===== src/rtl/core/rle8d_pkg.sv =====
// ----------------------------------------------------------------------------
// RLE8 line decoder package
// Widths, command codes, parser phases and item structures.
// ----------------------------------------------------------------------------
package rle8d_pkg;

    localparam int POS_W = 13;
    localparam int ROW_W = 12;
    localparam int CFG_W = 13;
    localparam int CFG_IDX_W = 1;

    // Widest line the decoder honors; a larger line_width is clamped to it.
    localparam logic [POS_W-1:0] MAX_LINE_WIDTH = 13'd4096;
    localparam logic [POS_W-1:0] POS_MAX = 13'h1FFF;

    localparam logic [CFG_IDX_W-1:0] REG_LINE_WIDTH   = 1'b0;
    localparam logic [CFG_IDX_W-1:0] REG_IMAGE_HEIGHT = 1'b1;

    localparam logic [7:0] CODE_SKIP  = 8'd0;
    localparam logic [7:0] CODE_FILL  = 8'd1;
    localparam logic [7:0] CODE_LIT_A = 8'd2;
    localparam logic [7:0] CODE_LIT_B = 8'd4;

    localparam logic [1:0] KIND_SKIP = 2'd0;
    localparam logic [1:0] KIND_FILL = 2'd1;
    localparam logic [1:0] KIND_LIT  = 2'd2;

    localparam logic [7:0] LIT_LEN = 8'd1;

    typedef enum logic [2:0] {
        PH_CODE,
        PH_SKIP_COUNT,
        PH_FILL_COUNT,
        PH_FILL_COLOR,
        PH_LIT_COUNT,
        PH_LIT_DATA
    } t_phase;

    typedef struct packed {
        logic [7:0] data_byte;
        logic       line_start;
        logic       image_start;
    } t_in_item;

    typedef struct packed {
        logic [1:0]       run_kind;
        logic [POS_W-1:0] x_start;
        logic [7:0]       run_length;
        logic [7:0]       pixel_value;
        logic [ROW_W-1:0] row_index;
        logic             end_of_line;
        logic             end_of_image;
    } t_out_item;

    // Handshake between the input register and the rest of the pipe.
    typedef struct packed {
        logic valid;
        logic advance;
    } t_stage_ctl;

endpackage


===== src/rtl/core/rle8d_if.sv =====
// ----------------------------------------------------------------------------
// RLE8 line decoder channels
// Valid/ready channels for coded bytes in and decoded runs out.
// ----------------------------------------------------------------------------
interface rle8d_in_if;
    logic       valid;
    logic       ready;
    logic [7:0] data_byte;
    logic       line_start;
    logic       image_start;

    modport source (output valid, output data_byte, output line_start,
                    output image_start, input ready);
    modport sink (input valid, input data_byte, input line_start,
                  input image_start, output ready);
endinterface

interface rle8d_out_if;
    logic                       valid;
    logic                       ready;
    logic [1:0]                 run_kind;
    logic [rle8d_pkg::POS_W-1:0] x_start;
    logic [7:0]                 run_length;
    logic [7:0]                 pixel_value;
    logic [rle8d_pkg::ROW_W-1:0] row_index;
    logic                       end_of_line;
    logic                       end_of_image;

    modport source (output valid, output run_kind, output x_start,
                    output run_length, output pixel_value, output row_index,
                    output end_of_line, output end_of_image, input ready);
    modport sink (input valid, input run_kind, input x_start,
                  input run_length, input pixel_value, input row_index,
                  input end_of_line, input end_of_image, output ready);
endinterface


===== src/rtl/core/rle8d_in_reg.sv =====
// ----------------------------------------------------------------------------
// RLE8 line decoder input register
// Captures each accepted byte and holds it until the parser consumes it.
// ----------------------------------------------------------------------------
module rle8d_in_reg (
    input  logic                i_clk,
    input  logic                i_rst_n,
    rle8d_in_if.sink            i_in,
    input  logic                i_advance,
    output logic                o_valid,
    output rle8d_pkg::t_in_item o_item
);

    logic                r_valid;
    rle8d_pkg::t_in_item r_item;

    assign i_in.ready = !r_valid || i_advance;
    assign o_valid    = r_valid;
    assign o_item     = r_item;

    always_ff @(posedge i_clk) begin
        if (!i_rst_n) begin
            r_valid <= 1'b0;
        end else if (i_in.ready) begin
            r_valid <= i_in.valid;
        end
    end

    always_ff @(posedge i_clk) begin
        if (i_in.valid && i_in.ready) begin
            r_item.data_byte   <= i_in.data_byte;
            r_item.line_start  <= i_in.line_start;
            r_item.image_start <= i_in.image_start;
        end
    end

endmodule


===== src/rtl/core/rle8d_parser.sv =====
// ----------------------------------------------------------------------------
// RLE8 line decoder parser
// Command state, position and row tracking, and result formation per byte.
// ----------------------------------------------------------------------------
module rle8d_parser (
    input  logic                                i_clk,
    input  logic                                i_rst_n,
    input  logic                                i_step,
    input  rle8d_pkg::t_in_item                 i_item,
    input  logic                                i_cfg_we,
    input  logic [rle8d_pkg::CFG_IDX_W-1:0]     i_cfg_idx,
    input  logic [rle8d_pkg::CFG_W-1:0]         i_cfg_data,
    output logic                                o_res_valid,
    output rle8d_pkg::t_out_item                o_res
);

    localparam int POS_W = rle8d_pkg::POS_W;
    localparam int ROW_W = rle8d_pkg::ROW_W;

    logic [rle8d_pkg::CFG_W-1:0] r_line_width;
    logic [rle8d_pkg::CFG_W-1:0] r_image_height;
    rle8d_pkg::t_phase           r_phase, n_phase;
    logic [POS_W-1:0]            r_pos, n_pos;
    logic [7:0]                  r_run, n_run;
    logic [7:0]                  r_lit, n_lit;
    logic [ROW_W-1:0]            r_row, n_row;
    logic                        r_fin, n_fin;

    // State as seen by this byte, after any line or image restart.
    logic                        restart;
    rle8d_pkg::t_phase           e_phase;
    logic [POS_W-1:0]            e_pos;
    logic [7:0]                  e_run;
    logic [7:0]                  e_lit;
    logic [ROW_W-1:0]            e_row;
    logic                        e_fin;

    logic [POS_W-1:0]            width;
    logic [7:0]                  cnt;
    logic [POS_W:0]              sum;
    logic [POS_W-1:0]            sat;
    logic                        pos_ge_w;
    logic                        new_ge_w;
    logic                        eol;
    logic [ROW_W-1:0]            row_inc;
    logic [rle8d_pkg::CFG_W-1:0] row_num;
    logic [7:0]                  lit_dec;
    logic                        finish;
    logic                        res_valid;
    logic [1:0]                  kind;
    logic [7:0]                  len;
    logic [7:0]                  val;
    logic [7:0]                  b;

    assign b       = i_item.data_byte;
    assign restart = i_item.line_start || i_item.image_start;
    assign e_phase = restart ? rle8d_pkg::PH_CODE : r_phase;
    assign e_pos   = restart ? '0 : r_pos;
    assign e_run   = restart ? '0 : r_run;
    assign e_lit   = restart ? '0 : r_lit;
    assign e_fin   = restart ? 1'b0 : r_fin;
    assign e_row   = i_item.image_start ? '0 : r_row;

    assign width = (r_line_width > rle8d_pkg::MAX_LINE_WIDTH) ?
                   rle8d_pkg::MAX_LINE_WIDTH : r_line_width;

    always_comb begin
        case (e_phase)
            rle8d_pkg::PH_SKIP_COUNT: cnt = b;
            rle8d_pkg::PH_FILL_COLOR: cnt = e_run;
            rle8d_pkg::PH_LIT_DATA:   cnt = rle8d_pkg::LIT_LEN;
            default:                  cnt = '0;
        endcase
    end

    // The position saturates instead of wrapping.
    assign sum      = {1'b0, e_pos} + {{(POS_W-7){1'b0}}, cnt};
    assign sat      = sum[POS_W] ? rle8d_pkg::POS_MAX : sum[POS_W-1:0];
    assign pos_ge_w = (e_pos >= width);
    assign new_ge_w = (sat >= width);
    assign eol      = !pos_ge_w && new_ge_w;
    assign row_inc  = e_row + 1'b1;
    assign row_num  = {1'b0, e_row} + 1'b1;
    assign lit_dec  = e_lit - 1'b1;

    always_comb begin
        n_phase   = e_phase;
        n_pos     = e_pos;
        n_run     = e_run;
        n_lit     = e_lit;
        n_row     = e_row;
        n_fin     = e_fin;
        finish    = 1'b0;
        res_valid = 1'b0;
        kind      = rle8d_pkg::KIND_SKIP;
        len       = '0;
        val       = '0;
        if (!e_fin) begin
            case (e_phase)
                rle8d_pkg::PH_CODE: begin
                    // A code byte arriving with the line already full closes it.
                    if (pos_ge_w) begin
                        n_fin = 1'b1;
                        n_row = row_inc;
                    end else if (b == rle8d_pkg::CODE_SKIP) begin
                        n_phase = rle8d_pkg::PH_SKIP_COUNT;
                    end else if (b == rle8d_pkg::CODE_FILL) begin
                        n_phase = rle8d_pkg::PH_FILL_COUNT;
                    end else if (b == rle8d_pkg::CODE_LIT_A ||
                                 b == rle8d_pkg::CODE_LIT_B) begin
                        n_phase = rle8d_pkg::PH_LIT_COUNT;
                    end
                end
                rle8d_pkg::PH_SKIP_COUNT: begin
                    res_valid = 1'b1;
                    kind      = rle8d_pkg::KIND_SKIP;
                    len       = b;
                    n_pos     = sat;
                    finish    = 1'b1;
                end
                rle8d_pkg::PH_FILL_COUNT: begin
                    n_run   = b;
                    n_phase = rle8d_pkg::PH_FILL_COLOR;
                end
                rle8d_pkg::PH_FILL_COLOR: begin
                    res_valid = 1'b1;
                    kind      = rle8d_pkg::KIND_FILL;
                    len       = e_run;
                    val       = b;
                    n_pos     = sat;
                    finish    = 1'b1;
                end
                rle8d_pkg::PH_LIT_COUNT: begin
                    n_lit = b;
                    if (b == '0) begin
                        finish = 1'b1;
                    end else begin
                        n_phase = rle8d_pkg::PH_LIT_DATA;
                    end
                end
                rle8d_pkg::PH_LIT_DATA: begin
                    res_valid = 1'b1;
                    kind      = rle8d_pkg::KIND_LIT;
                    len       = rle8d_pkg::LIT_LEN;
                    val       = b;
                    n_pos     = sat;
                    n_lit     = lit_dec;
                    finish    = (lit_dec == '0);
                end
                default: begin
                    n_phase = rle8d_pkg::PH_CODE;
                end
            endcase
        end
        if (finish) begin
            n_phase = rle8d_pkg::PH_CODE;
            if (new_ge_w) begin
                n_fin = 1'b1;
                n_row = row_inc;
            end
        end
    end

    assign o_res_valid        = res_valid;
    assign o_res.run_kind     = kind;
    assign o_res.x_start      = e_pos;
    assign o_res.run_length   = len;
    assign o_res.pixel_value  = val;
    assign o_res.row_index    = e_row;
    assign o_res.end_of_line  = eol;
    assign o_res.end_of_image = eol && (row_num == r_image_height);

    always_ff @(posedge i_clk) begin
        if (!i_rst_n) begin
            r_phase <= rle8d_pkg::PH_CODE;
            r_pos   <= '0;
            r_run   <= '0;
            r_lit   <= '0;
            r_row   <= '0;
            r_fin   <= 1'b0;
        end else if (i_step) begin
            r_phase <= n_phase;
            r_pos   <= n_pos;
            r_run   <= n_run;
            r_lit   <= n_lit;
            r_row   <= n_row;
            r_fin   <= n_fin;
        end
    end

    always_ff @(posedge i_clk) begin
        if (!i_rst_n) begin
            r_line_width   <= 13'd1;
            r_image_height <= 13'd1;
        end else if (i_cfg_we) begin
            case (i_cfg_idx)
                rle8d_pkg::REG_LINE_WIDTH:   r_line_width   <= i_cfg_data;
                rle8d_pkg::REG_IMAGE_HEIGHT: r_image_height <= i_cfg_data;
                default: begin
                end
            endcase
        end
    end

endmodule


===== src/rtl/core/rle8d_out_reg.sv =====
// ----------------------------------------------------------------------------
// RLE8 line decoder output register
// Holds one decoded result until the downstream side takes it.
// ----------------------------------------------------------------------------
module rle8d_out_reg (
    input  logic                 i_clk,
    input  logic                 i_rst_n,
    input  logic                 i_load,
    input  logic                 i_res_valid,
    input  rle8d_pkg::t_out_item i_res,
    output logic                 o_full,
    rle8d_out_if.source          o_out
);

    logic                 r_valid;
    rle8d_pkg::t_out_item r_res;

    assign o_full             = r_valid;
    assign o_out.valid        = r_valid;
    assign o_out.run_kind     = r_res.run_kind;
    assign o_out.x_start      = r_res.x_start;
    assign o_out.run_length   = r_res.run_length;
    assign o_out.pixel_value  = r_res.pixel_value;
    assign o_out.row_index    = r_res.row_index;
    assign o_out.end_of_line  = r_res.end_of_line;
    assign o_out.end_of_image = r_res.end_of_image;

    // A load only happens when the register is empty or being drained.
    always_ff @(posedge i_clk) begin
        if (!i_rst_n) begin
            r_valid <= 1'b0;
        end else if (i_load) begin
            r_valid <= i_res_valid;
        end else if (o_out.ready) begin
            r_valid <= 1'b0;
        end
    end

    always_ff @(posedge i_clk) begin
        if (i_load && i_res_valid) begin
            r_res <= i_res;
        end
    end

endmodule


===== src/rtl/core/rle8_line_decoder.sv =====
// ----------------------------------------------------------------------------
// RLE8 line decoder
// Byte-serial decoder of run-length coded 8-bit scanlines into run results.
// ----------------------------------------------------------------------------
//  channel | dir | payload                                        | handshake
//  --------+-----+------------------------------------------------+----------
//  i_in    | in  | data_byte, line_start, image_start             | valid/ready
//  o_out   | out | run_kind, x_start, run_length, pixel_value,    | valid/ready
//          |     | row_index, end_of_line, end_of_image           |
//  i_cfg_* | in  | i_cfg_idx, i_cfg_data                          | i_cfg_we
//
// One byte per clock while the output is not stalled: a byte is held in the input
// register, and its result, if any, is loaded into the output register when the parser steps.
// The throughput is set by the single parser step between these two registers.
// Reset (i_rst_n low, synchronous) empties both registers, restarts row 0 and
// sets line_width and image_height to 1.
// A stalled output holds its transaction; the input keeps taking bytes until
// the input register is also occupied.
module rle8_line_decoder (
    input  logic                            i_clk,
    input  logic                            i_rst_n,
    rle8d_in_if.sink                        i_in,
    rle8d_out_if.source                     o_out,
    input  logic                            i_cfg_we,
    input  logic [rle8d_pkg::CFG_IDX_W-1:0] i_cfg_idx,
    input  logic [rle8d_pkg::CFG_W-1:0]     i_cfg_data
);

    rle8d_pkg::t_stage_ctl stage;
    rle8d_pkg::t_in_item   item;
    rle8d_pkg::t_out_item  res;
    logic                  res_valid;
    logic                  out_full;

    assign stage.advance = stage.valid && (!out_full || o_out.ready);

    rle8d_in_reg u_in_reg (
        .i_clk     (i_clk),
        .i_rst_n   (i_rst_n),
        .i_in      (i_in),
        .i_advance (stage.advance),
        .o_valid   (stage.valid),
        .o_item    (item)
    );

    rle8d_parser u_parser (
        .i_clk       (i_clk),
        .i_rst_n     (i_rst_n),
        .i_step      (stage.advance),
        .i_item      (item),
        .i_cfg_we    (i_cfg_we),
        .i_cfg_idx   (i_cfg_idx),
        .i_cfg_data  (i_cfg_data),
        .o_res_valid (res_valid),
        .o_res       (res)
    );

    rle8d_out_reg u_out_reg (
        .i_clk       (i_clk),
        .i_rst_n     (i_rst_n),
        .i_load      (stage.advance),
        .i_res_valid (res_valid),
        .i_res       (res),
        .o_full      (out_full),
        .o_out       (o_out)
    );

endmodule


===== src/flat_wrapper.sv =====
// flat-port wrapper written by rule: the top's interface ports become plain ports
module rle8_line_decoder_flat 
  (i_clk, i_rst_n, i_cfg_we, i_cfg_idx, i_cfg_data, i_in_valid, i_in_data_byte, i_in_line_start, i_in_image_start, i_in_ready, o_out_valid, o_out_run_kind, o_out_x_start, o_out_run_length, o_out_pixel_value, o_out_row_index, o_out_end_of_line, o_out_end_of_image, o_out_ready);
  rle8d_in_if i_in_i ();
  rle8d_out_if o_out_i ();
  input  logic i_clk;
  input  logic i_rst_n;
  input  logic i_cfg_we;
  input  logic [rle8d_pkg::CFG_IDX_W-1:0] i_cfg_idx;
  input  logic [rle8d_pkg::CFG_W-1:0] i_cfg_data;
  input wire logic [$bits(i_in_i.valid)-1:0] i_in_valid;
  input wire logic [$bits(i_in_i.data_byte)-1:0] i_in_data_byte;
  input wire logic [$bits(i_in_i.line_start)-1:0] i_in_line_start;
  input wire logic [$bits(i_in_i.image_start)-1:0] i_in_image_start;
  output wire logic [$bits(i_in_i.ready)-1:0] i_in_ready;
  output wire logic [$bits(o_out_i.valid)-1:0] o_out_valid;
  output wire logic [$bits(o_out_i.run_kind)-1:0] o_out_run_kind;
  output wire logic [$bits(o_out_i.x_start)-1:0] o_out_x_start;
  output wire logic [$bits(o_out_i.run_length)-1:0] o_out_run_length;
  output wire logic [$bits(o_out_i.pixel_value)-1:0] o_out_pixel_value;
  output wire logic [$bits(o_out_i.row_index)-1:0] o_out_row_index;
  output wire logic [$bits(o_out_i.end_of_line)-1:0] o_out_end_of_line;
  output wire logic [$bits(o_out_i.end_of_image)-1:0] o_out_end_of_image;
  input wire logic [$bits(o_out_i.ready)-1:0] o_out_ready;
  assign i_in_i.valid = i_in_valid;
  assign i_in_i.data_byte = i_in_data_byte;
  assign i_in_i.line_start = i_in_line_start;
  assign i_in_i.image_start = i_in_image_start;
  assign i_in_ready = i_in_i.ready;
  assign o_out_valid = o_out_i.valid;
  assign o_out_run_kind = o_out_i.run_kind;
  assign o_out_x_start = o_out_i.x_start;
  assign o_out_run_length = o_out_i.run_length;
  assign o_out_pixel_value = o_out_i.pixel_value;
  assign o_out_row_index = o_out_i.row_index;
  assign o_out_end_of_line = o_out_i.end_of_line;
  assign o_out_end_of_image = o_out_i.end_of_image;
  assign o_out_i.ready = o_out_ready;
  rle8_line_decoder u_core (.i_clk(i_clk), .i_rst_n(i_rst_n), .i_in(i_in_i), .o_out(o_out_i), .i_cfg_we(i_cfg_we), .i_cfg_idx(i_cfg_idx), .i_cfg_data(i_cfg_data));
endmodule

===== config.mk =====
export PLATFORM = sky130hd
export DESIGN_NAME = rle8_line_decoder_flat
export DESIGN_NICKNAME = d
export VERILOG_FILES = /design/src/rtl/core/rle8d_pkg.sv /design/src/rtl/core/rle8d_if.sv /design/src/rtl/core/rle8d_in_reg.sv /design/src/rtl/core/rle8d_parser.sv /design/src/rtl/core/rle8d_out_reg.sv /design/src/rtl/core/rle8_line_decoder.sv /design/src/flat_wrapper.sv
export SDC_FILE = /design/constraint.sdc
export NUM_CORES = 1
export LEC_CHECK = 0
export BUFFER_PORTS_ARGS = -buffer_cell sky130_fd_sc_hd__buf_2
export CAP_MARGIN = 10
export CORE_UTILIZATION = 39
export CTS_CLUSTER_DIAMETER = 40
export DETAILED_ROUTE_END_ITERATION = 8
export SKIP_LAST_GASP = 1
export SLEW_MARGIN = 30
export SYNTH_ARGS = -nofsm -noshare
export SYNTH_HDL_FRONTEND = slang
export SYNTH_SLANG_ARGS = --single-unit

===== constraint.sdc =====
create_clock -name i_clk -period 6.4 [get_ports i_clk]
set_clock_uncertainty 0.2 [all_clocks]
set_input_delay 0 -clock i_clk [delete_from_list [all_inputs] [get_ports i_clk]]
set_output_delay 0 -clock i_clk [all_outputs]
set_load 0.05 [all_outputs]

==> results.py, run 1 <==
metrics = {
    "run_status": {
        "result_of_the_run": "finished clean",
    },
    "detailed_routing": {
        "antenna_violating_nets_post_route": 0,
        "dr_total_vias": 5618,
        "detail_route.wirelength_mm": 17.31,
        "drt-wirelength-per-cell_um": 16.30,
        "detailedRoute.firstIterationViolations": 369,
        "via_per_inst": 5.290,
        "drt_drc_violations_left": 0,
        "dr.pass1.iters": 8,
    },
    "placement": {
        "gp_routability_congestion": 0.8001,
        "detailedPlacementHpwl_mm": 12.06,
        "dp.cells": 994,
        "postPlaceCellArea_sq_mm": 0.007385,
        "place.port_buffers": 75,
        "pre_cts_slack_ps": 1130,
    },
    "grt": {
        "grt_max_degree": 56,
        "grt-ovfl-total": 0,
        "grt_antenna_before_repair": 0,
        "grt_pass1_wl_mm": 27.53,
        "number_of_global_route_vias_before_repair": 5214,
        "grt_use_total_pct": 19.94,
    },
    "yosys": {
        "synth_cell_type_count": 78,
        "ys_async_sr_fraction_pct": 0,
        "synth_ff_type": "dfxtp_1",
        "area_fraction_of_the_dominant_cell_type_after_synthesis_pct": 24.07,
        "synth.yosys.seq_area_share_pct": 45.38,
        "synthesis.instances": 726,
        "syn_area_per_cell_sq_um": 9.449,
        "most_area_hungry_cell_type_in_the_yosys_netlist": "edfxtp_1",
        "synth_nets": 793,
        "mappedNetlistArea_sq_mm": 0.006860,
        "yosysWarnings": 0,
        "synth.top_cells.by_area": "edfxtp_1 (24%), dfxtp_1 (21%), ha_1 (6.7%)",
        "synth-edff-count": 55,
        "ff_latch_count_synth": 128,
    },
    "finish": {
        "area_delta_synth_final_pct": 21.19,
        "drive_gt1_share_pct": 15.29,
        "fin_nets": 891,
        "fill_cells": 1646,
        "postLayoutCoreUtil_pct": 48.24,
        "stdcell_count": 1062,
        "finalInstanceArea_sq_mm": 0.008314,
        "antennaDiodeCount": 0,
    },
    "timing": {
        "fin_worst_hold_slack_ps": 91.52,
        "worst_max_slew_margin_expressed_relative_to_the_limit_pct": 53.83,
        "final-setup-viol-count": 0,
        "drv_slew": 0,
        "finalHoldViolations": 0,
        "timing.fmax_mhz": 184.3,
        "rsz0062_at_grt": "no",
        "timing.setup.tns_ps": 0,
        "min_period_over_period_pct": 84.77,
        "worst_slack_ps": 974.4,
        "period_minus_slack_ps": 5426,
        "tightestPinTransition_ps": 691.6,
    },
    "power_and_ir_drop": {
        "peak_supply_drop_mv": 0.1909,
        "power_density_mw_per_mm2": 233.6,
        "total_leakage_power_nw": 3.152,
        "design_power_total_mw": 1.943,
    },
    "clock_tree": {
        "clock-root-buffer": "clkbuf_16",
        "clk-insertion-delay-late_ps": 430,
        "cts-resized-gates": 0,
        "numCtsBuffers": 17,
        "clk_pin_slew_worst_paths_ps": 60,
        "clockBufferDepth": 2,
        "postCtsSetupRepairBufs": 0,
        "tritoncts": "done",
        "cts.sinks": 128,
        "clock_tree.htree_level_count": 4,
    },
    "floorplanning": {
        "die-area_sq_mm": 0.01813,
        "die_width_um": 134.6,
        "top_level_ports": 76,
        "fp-row-count": 48,
        "effective_utilization_at_floorplan_pct": 39.80,
        "die_height_um": 134.6,
        "core_area_sq_mm": 0.01724,
    },
    "setup_path": {
        "worst_ep_arrival_time_ps": 5600,
        "setup.worst_path.start_class": "register",
        "critical_path.cell_chain": "nand3_1, nor2_1, ha_1, a21o_1, a21oi_1, o21ai_1, a31oi_1, buf_4, or2_1, nand2_1, ha_1, o21ai_0, nor2_1, a2111oi_0, o211ai_1, and2_4, a221oi_4, a22o_1",
        "critical_path.top_delay_family": "compound AO/OA/AOI/OAI gates",
        "path_class": "register to register",
        "timing.critical_path.buf_inv": 1,
        "cp_max_fo": 14,
        "largest_stage_delay_on_the_critical_path_ps": 530,
        "cp-end-kind": "register",
        "critPathSlowestCell": "a2111oi_0",
        "timing.critical_path.required_ps": 6570,
    },
    "worst_hold_path": {
        "worst_hold_path_type": "primary input to register",
    },
    "run": {
        "max_cap_violations": 0,
    },
}
==> power breakdown <==
| group | internal, mW | switching, mW |
|---|---|---|
| sequential | 0.863 | 0.0190 |
| clock | 0.559 | 0.359 |
| combinational | 0.0592 | 0.0835 |
| total | 1.48 | 0.461 |
==> metal layers <==
metal | track usage (%) | wire length (um)
met3 | 4.317 | 720
met2 | 32.07 | 8307
met5 | 0 | 0
met1 | 25.74 | 7932
met4 | 8.677 | 352
==> path summary, 6_finish.rpt <==
kind,from,cells after the start,slack (ps),end
max,u_core.u_parser.r_phase[0]$_SDFFE_PN0P_,18,970,u_core.u_parser.r_row[1]$_SDFFE_PN0P_
max reg2reg,u_core.u_parser.r_phase[0]$_SDFFE_PN0P_,18,970,u_core.u_parser.r_row[1]$_SDFFE_PN0P_
min reg2reg,u_core.u_parser.r_pos[2]$_SDFFE_PN0P_,2,250,u_core.u_parser.r_pos[2]$_SDFFE_PN0P_
min,i_in_data_byte[0],2,90,u_core.u_in_reg.o_item[2]$_DFFE_PP_
==> kinds of logic (layout without fill, tap and decap cells) <==
kind of cell	Yosys count	count (layout)	share of synthesized area, %
muxes	10	10	1.459
buffers and inverters	52	163	3.429
and+or+nand+nor	294	294	21.30
adders and majority gates	38	38	7.040
xor gates and xnor gates	36	36	4.596
AOI/OAI and AO/OA	168	168	16.80
DFF	128	128	45.38
==> state kept, by name (all words and copies together), names as in the netlist <==
register	cells
u_core.u_in_reg.o_valid	1
u_core.u_out_reg.o_out.run_length	8
u_core.u_parser.r_fin	1
u_core.u_out_reg.o_out.x_start	13
u_core.u_out_reg.o_out.end_of_line	1
u_core.u_out_reg.o_out.pixel_value	8
u_core.u_parser.r_phase	3
u_core.u_out_reg.o_full	1
u_core.u_parser.r_lit	8
u_core.u_parser.r_row	12
u_core.u_in_reg.o_item	10
u_core.u_parser.r_image_height	13
u_core.u_out_reg.o_out.run_kind	2
u_core.u_out_reg.o_out.row_index	12
u_core.u_parser.r_pos	13
u_core.u_parser.r_line_width	13
u_core.u_out_reg.o_out.end_of_image	1
u_core.u_parser.r_run	8
==> cells in the mapped netlist (10+ instances only) <==
master      n
nand2_1   106
dfxtp_1    73
a21oi_1    59
edfxtp_1   55
nor2_1     52
ha_1       37
and2_1     28
clkbuf_1   28
nor2b_1    24
xnor2_1    21
nor3_1     17
a22oi_1    15
nand3_1    15
o21ai_1    15
xor2_1     15
o21ai_0    14
inv_1      13
mux2i_1    10
nand4_1    10
==> cell type report <==
type	instances	area (sq um)	area share [%]
clock inverters	8	48.80	0.5869
multi-input cells	546	3522	42.36
inverters	15	61.31	0.7374
clock buffers	24	514.2	6.185
repair buffers	116	773.2	9.300
flip-flops and latches	128	3113	37.44
well taps	225	281.5	3.386
==> cell usage in the layout (no fill, tap or decap), types with 17 or more instances in the layout <==
cell           netlist  routed
nand2_1            106     106
dfxtp_1             73      73
dlygate4sd3_1        0      36
and2_1              28      27
nor2_1              52      51
xnor2_1             21      21
ha_1                37      37
edfxtp_1            55      55
nor3_1              17      17
a21oi_1             59      59
clkbuf_16            0      19
buf_2                3      75
nor2b_1             24      23
==> what timing repair did <==
action                                 CTS  global route
hold buffers                            36             0
endpoints found under the hold margin   45             0
setup endpoints to repair                0             0
==> worst reg2reg max path, stage by stage, from the launching register on <==
cell	delay (ps)
dfxtp_1	520
nand3_1	450
nor2_1	390
ha_1	290
a21o_1	150
a21oi_1	260
o21ai_1	140
a31oi_1	190
buf_4	180
or2_1	260
nand2_1	100
ha_1	310
o21ai_0	150
nor2_1	50
a2111oi_0	530
o211ai_1	260
and2_4	220
a221oi_4	500
a22o_1	220
(Power assumes the default switching activity.)
==> run 2, diff against run 1 <==
- clock period: 6.4 -> 4.9 ns (I/O delays scaled with it)
==> run 2 against run 1 <==
Net effect: the run now ends with design-rule violations left; non-clock buffer count up 23; flip-flop and latch count unchanged; core utilization up 1.6 points; critical path depth up 2; combinational power up 45%; highest routed layer unchanged.
==> results.py, run 2 (same netlist as run 1, synthesis figures left out) <==
metrics = {
    "timing": {
        "drv_slew": 0,
        "min_period_over_period_pct": 95.94,
        "worst_max_slew_margin_expressed_relative_to_the_limit_pct": 40.71,
        "period_minus_slack_ps": 4701,
        "finalHoldViolations": 0,
        "final-setup-viol-count": 0,
        "timing.fmax_mhz": 212.7,
        "tightestPinTransition_ps": 883.9,
        "timing.setup.tns_ps": 0,
    },
    "finish": {
        "stdcell_count": 1085,
        "postLayoutCoreUtil_pct": 49.88,
        "commonest_non_fill_non_tap_cells_in_the_layout": "nand2_1 (106), buf_2 (75), dfxtp_1 (71), a21oi_1 (59), edfxtp_1 (55)",
        "drive_gt1_share_pct": 18.84,
        "finalInstanceArea_sq_mm": 0.008598,
        "most_common_cell_after_layout_fill_and_taps_aside": "nand2_1",
        "antennaDiodeCount": 0,
        "fill_cells": 1584,
        "fin_nets": 914,
        "area_delta_synth_final_pct": 25.33,
    },
    "setup_path": {
        "cp-end-kind": "register",
        "cp_max_fo": 33,
        "path_class": "register to register",
        "timing.critical_path.buf_inv": 2,
        "cp_num_cells": 20,
        "r2r_cells": 20,
        "critical_path.top_delay_family": "compound AO/OA/AOI/OAI gates",
        "critical_path.cell_chain": "nor2_4, buf_12, nand2_1, nor2_1, ha_1, fa_1, a21oi_1, o2111ai_2, nor4bb_1, xnor2_1, o21ai_1, ha_1, nand2_1, o21bai_1, a311o_1, o211ai_1, and2_4, a221oi_4, buf_12, a211o_1",
        "setup.worst_path.start_class": "register",
        "critPathSlowestCell": "edfxtp_1",
        "worst_ep_arrival_time_ps": 4810,
        "largest_stage_delay_on_the_critical_path_ps": 420,
        "timing.critical_path.required_ps": 5010,
        "r2r_setup_slack_ps": 200,
    },
    "worst_hold_path": {
        "min_path_cells": 2,
        "worst_hold_path_type": "primary input to register",
    },
    "placement": {
        "place.port_buffers": 75,
        "detailedPlacementHpwl_mm": 12.36,
        "gp_routability_congestion": 0.8343,
        "postPlaceCellArea_sq_mm": 0.007599,
        "dp.cells": 1016,
    },
    "power_and_ir_drop": {
        "power_frac_seq_pct": 44.0,
        "p_comb_share_pct": 7.9,
        "peak_supply_drop_mv": 0.2469,
        "power_density_mw_per_mm2": 303.4,
        "power.clock.fraction_pct": 48.1,
        "total_leakage_power_nw": 3.298,
        "net-switching-power_mw": 0.6132,
        "design_power_total_mw": 2.609,
        "switching_share_pct": 23.50,
        "internal-power_mw": 1.996,
    },
    "floorplanning": {
        "effective_utilization_at_floorplan_pct": 39.80,
        "core_area_sq_mm": 0.01724,
        "die-area_sq_mm": 0.01813,
        "fp-row-count": 48,
        "top_level_ports": 76,
        "die_width_um": 134.6,
        "die_height_um": 134.6,
    },
    "grt": {
        "grt-ovfl-total": 0,
        "number_of_global_route_vias_before_repair": 5390,
        "grt_max_degree": 35,
        "grt_pass1_wl_mm": 28.06,
        "grt_antenna_before_repair": 0,
        "grt_use_total_pct": 20.09,
    },
    "detailed_routing": {
        "drt_drc_violations_left": 1,
        "detail_route.wirelength_mm": 17.74,
        "via_per_inst": 5.300,
        "drt-wirelength-per-cell_um": 16.35,
        "antenna_violating_nets_post_route": 0,
        "dr_total_vias": 5751,
        "detailedRoute.firstIterationViolations": 489,
        "dr.pass1.iters": 7,
    },
    "run_status": {
        "result_of_the_run": "finished with violations",
        "failing_checks": "design-rule violations",
    },
    "clock_tree": {
        "clock-root-buffer": "clkbuf_16",
        "clk_pin_slew_worst_paths_ps": 60,
        "cts.sinks": 128,
        "clock_tree.htree_level_count": 4,
        "clk-insertion-delay-late_ps": 430,
        "numCtsBuffers": 17,
        "tritoncts": "done",
        "clockBufferDepth": 2,
    },
    "run": {
        "max_cap_violations": 0,
    },
}
[run 2: cell types whose count changed in the layout (fill, tap and decap cells not counted), sizes merged]
cell and delta:
clkinvlp +1, clkbuf +2, inv -2, clkinv -1, buf +25, dlygate4sd3 -2
[run 2: final timing paths]
kind                                          from                                    end
max            u_core.u_in_reg.o_item[0]$_DFFE_PP_  u_core.u_parser.r_row[9]$_SDFFE_PN0P_
min                              i_in_data_byte[0]    u_core.u_in_reg.o_item[2]$_DFFE_PP_
max reg2reg    u_core.u_in_reg.o_item[0]$_DFFE_PP_  u_core.u_parser.r_row[9]$_SDFFE_PN0P_
min reg2reg  u_core.u_parser.r_pos[3]$_SDFFE_PN0P_  u_core.u_parser.r_pos[3]$_SDFFE_PN0P_
[run 2: cell type report]
class	count	area, sq um	area share (%)
Sequential cell	128	3115	36.23
Tap cell	225	281.5	3.274
Inverter	15	61.31	0.7130
Clock inverter	6	42.54	0.4948
Timing Repair Buffer	139	978.4	11.38
Clock buffer	26	555.5	6.461
Multi-Input combinational cell	546	3563	41.44
[run 2: power groups by stage]
stage                     clock (mW)  sequential, mW  combinational (mW)
after global placement             0            1.17               0.180
after detailed placement           0            1.17               0.180
after CTS                       1.28            1.15               0.202
after floorplan                    0            1.16               0.120
final                           1.25            1.15               0.207
after global routing            1.32            1.15               0.227
[run 2: through the flow]
step | setup slack (ps) | hold slack [ps]
4_1_cts | 31.30 | 69.70
6_report | 199.0 | 79.01
3_5_place_dp | 42.93 | -21.90
3_3_place_gp | 106.4 | -21.30
2_1_floorplan | 52.60 | -101.1
5_1_grt | -11.39 | 79.39
[run 2: repair_timing]
action / CTS / global route
buffers inserted: 0 / 3
endpoints found under the hold margin: 45 / 0
hold buffers: 34 / 0
setup endpoints to repair: 1 / 12
pin swaps: 0 / 3
resized for setup: 1 / 7
[run 2: worst reg2reg max path: cells and delay by family (launching register included)]
kind / cells / cell delay [ps]
flip-flops: 1 / 420
AO/OA/AOI/OAI: 8 / 1550
buffers and inverters: 2 / 370
AND/OR/NAND/NOR: 6 / 1170
adder cells (fa/ha/maj): 3 / 730
XOR/XNOR: 1 / 160
[run 2: layer usage]
metal	up-vias	global-route usage (%)	share of wire [%]
met3	20	4.129	3.8
met4	0	6.742	1.4
met5	-	0	0
li1	2856	-	-
met1	2740	26.68	47
met2	135	32.50	48
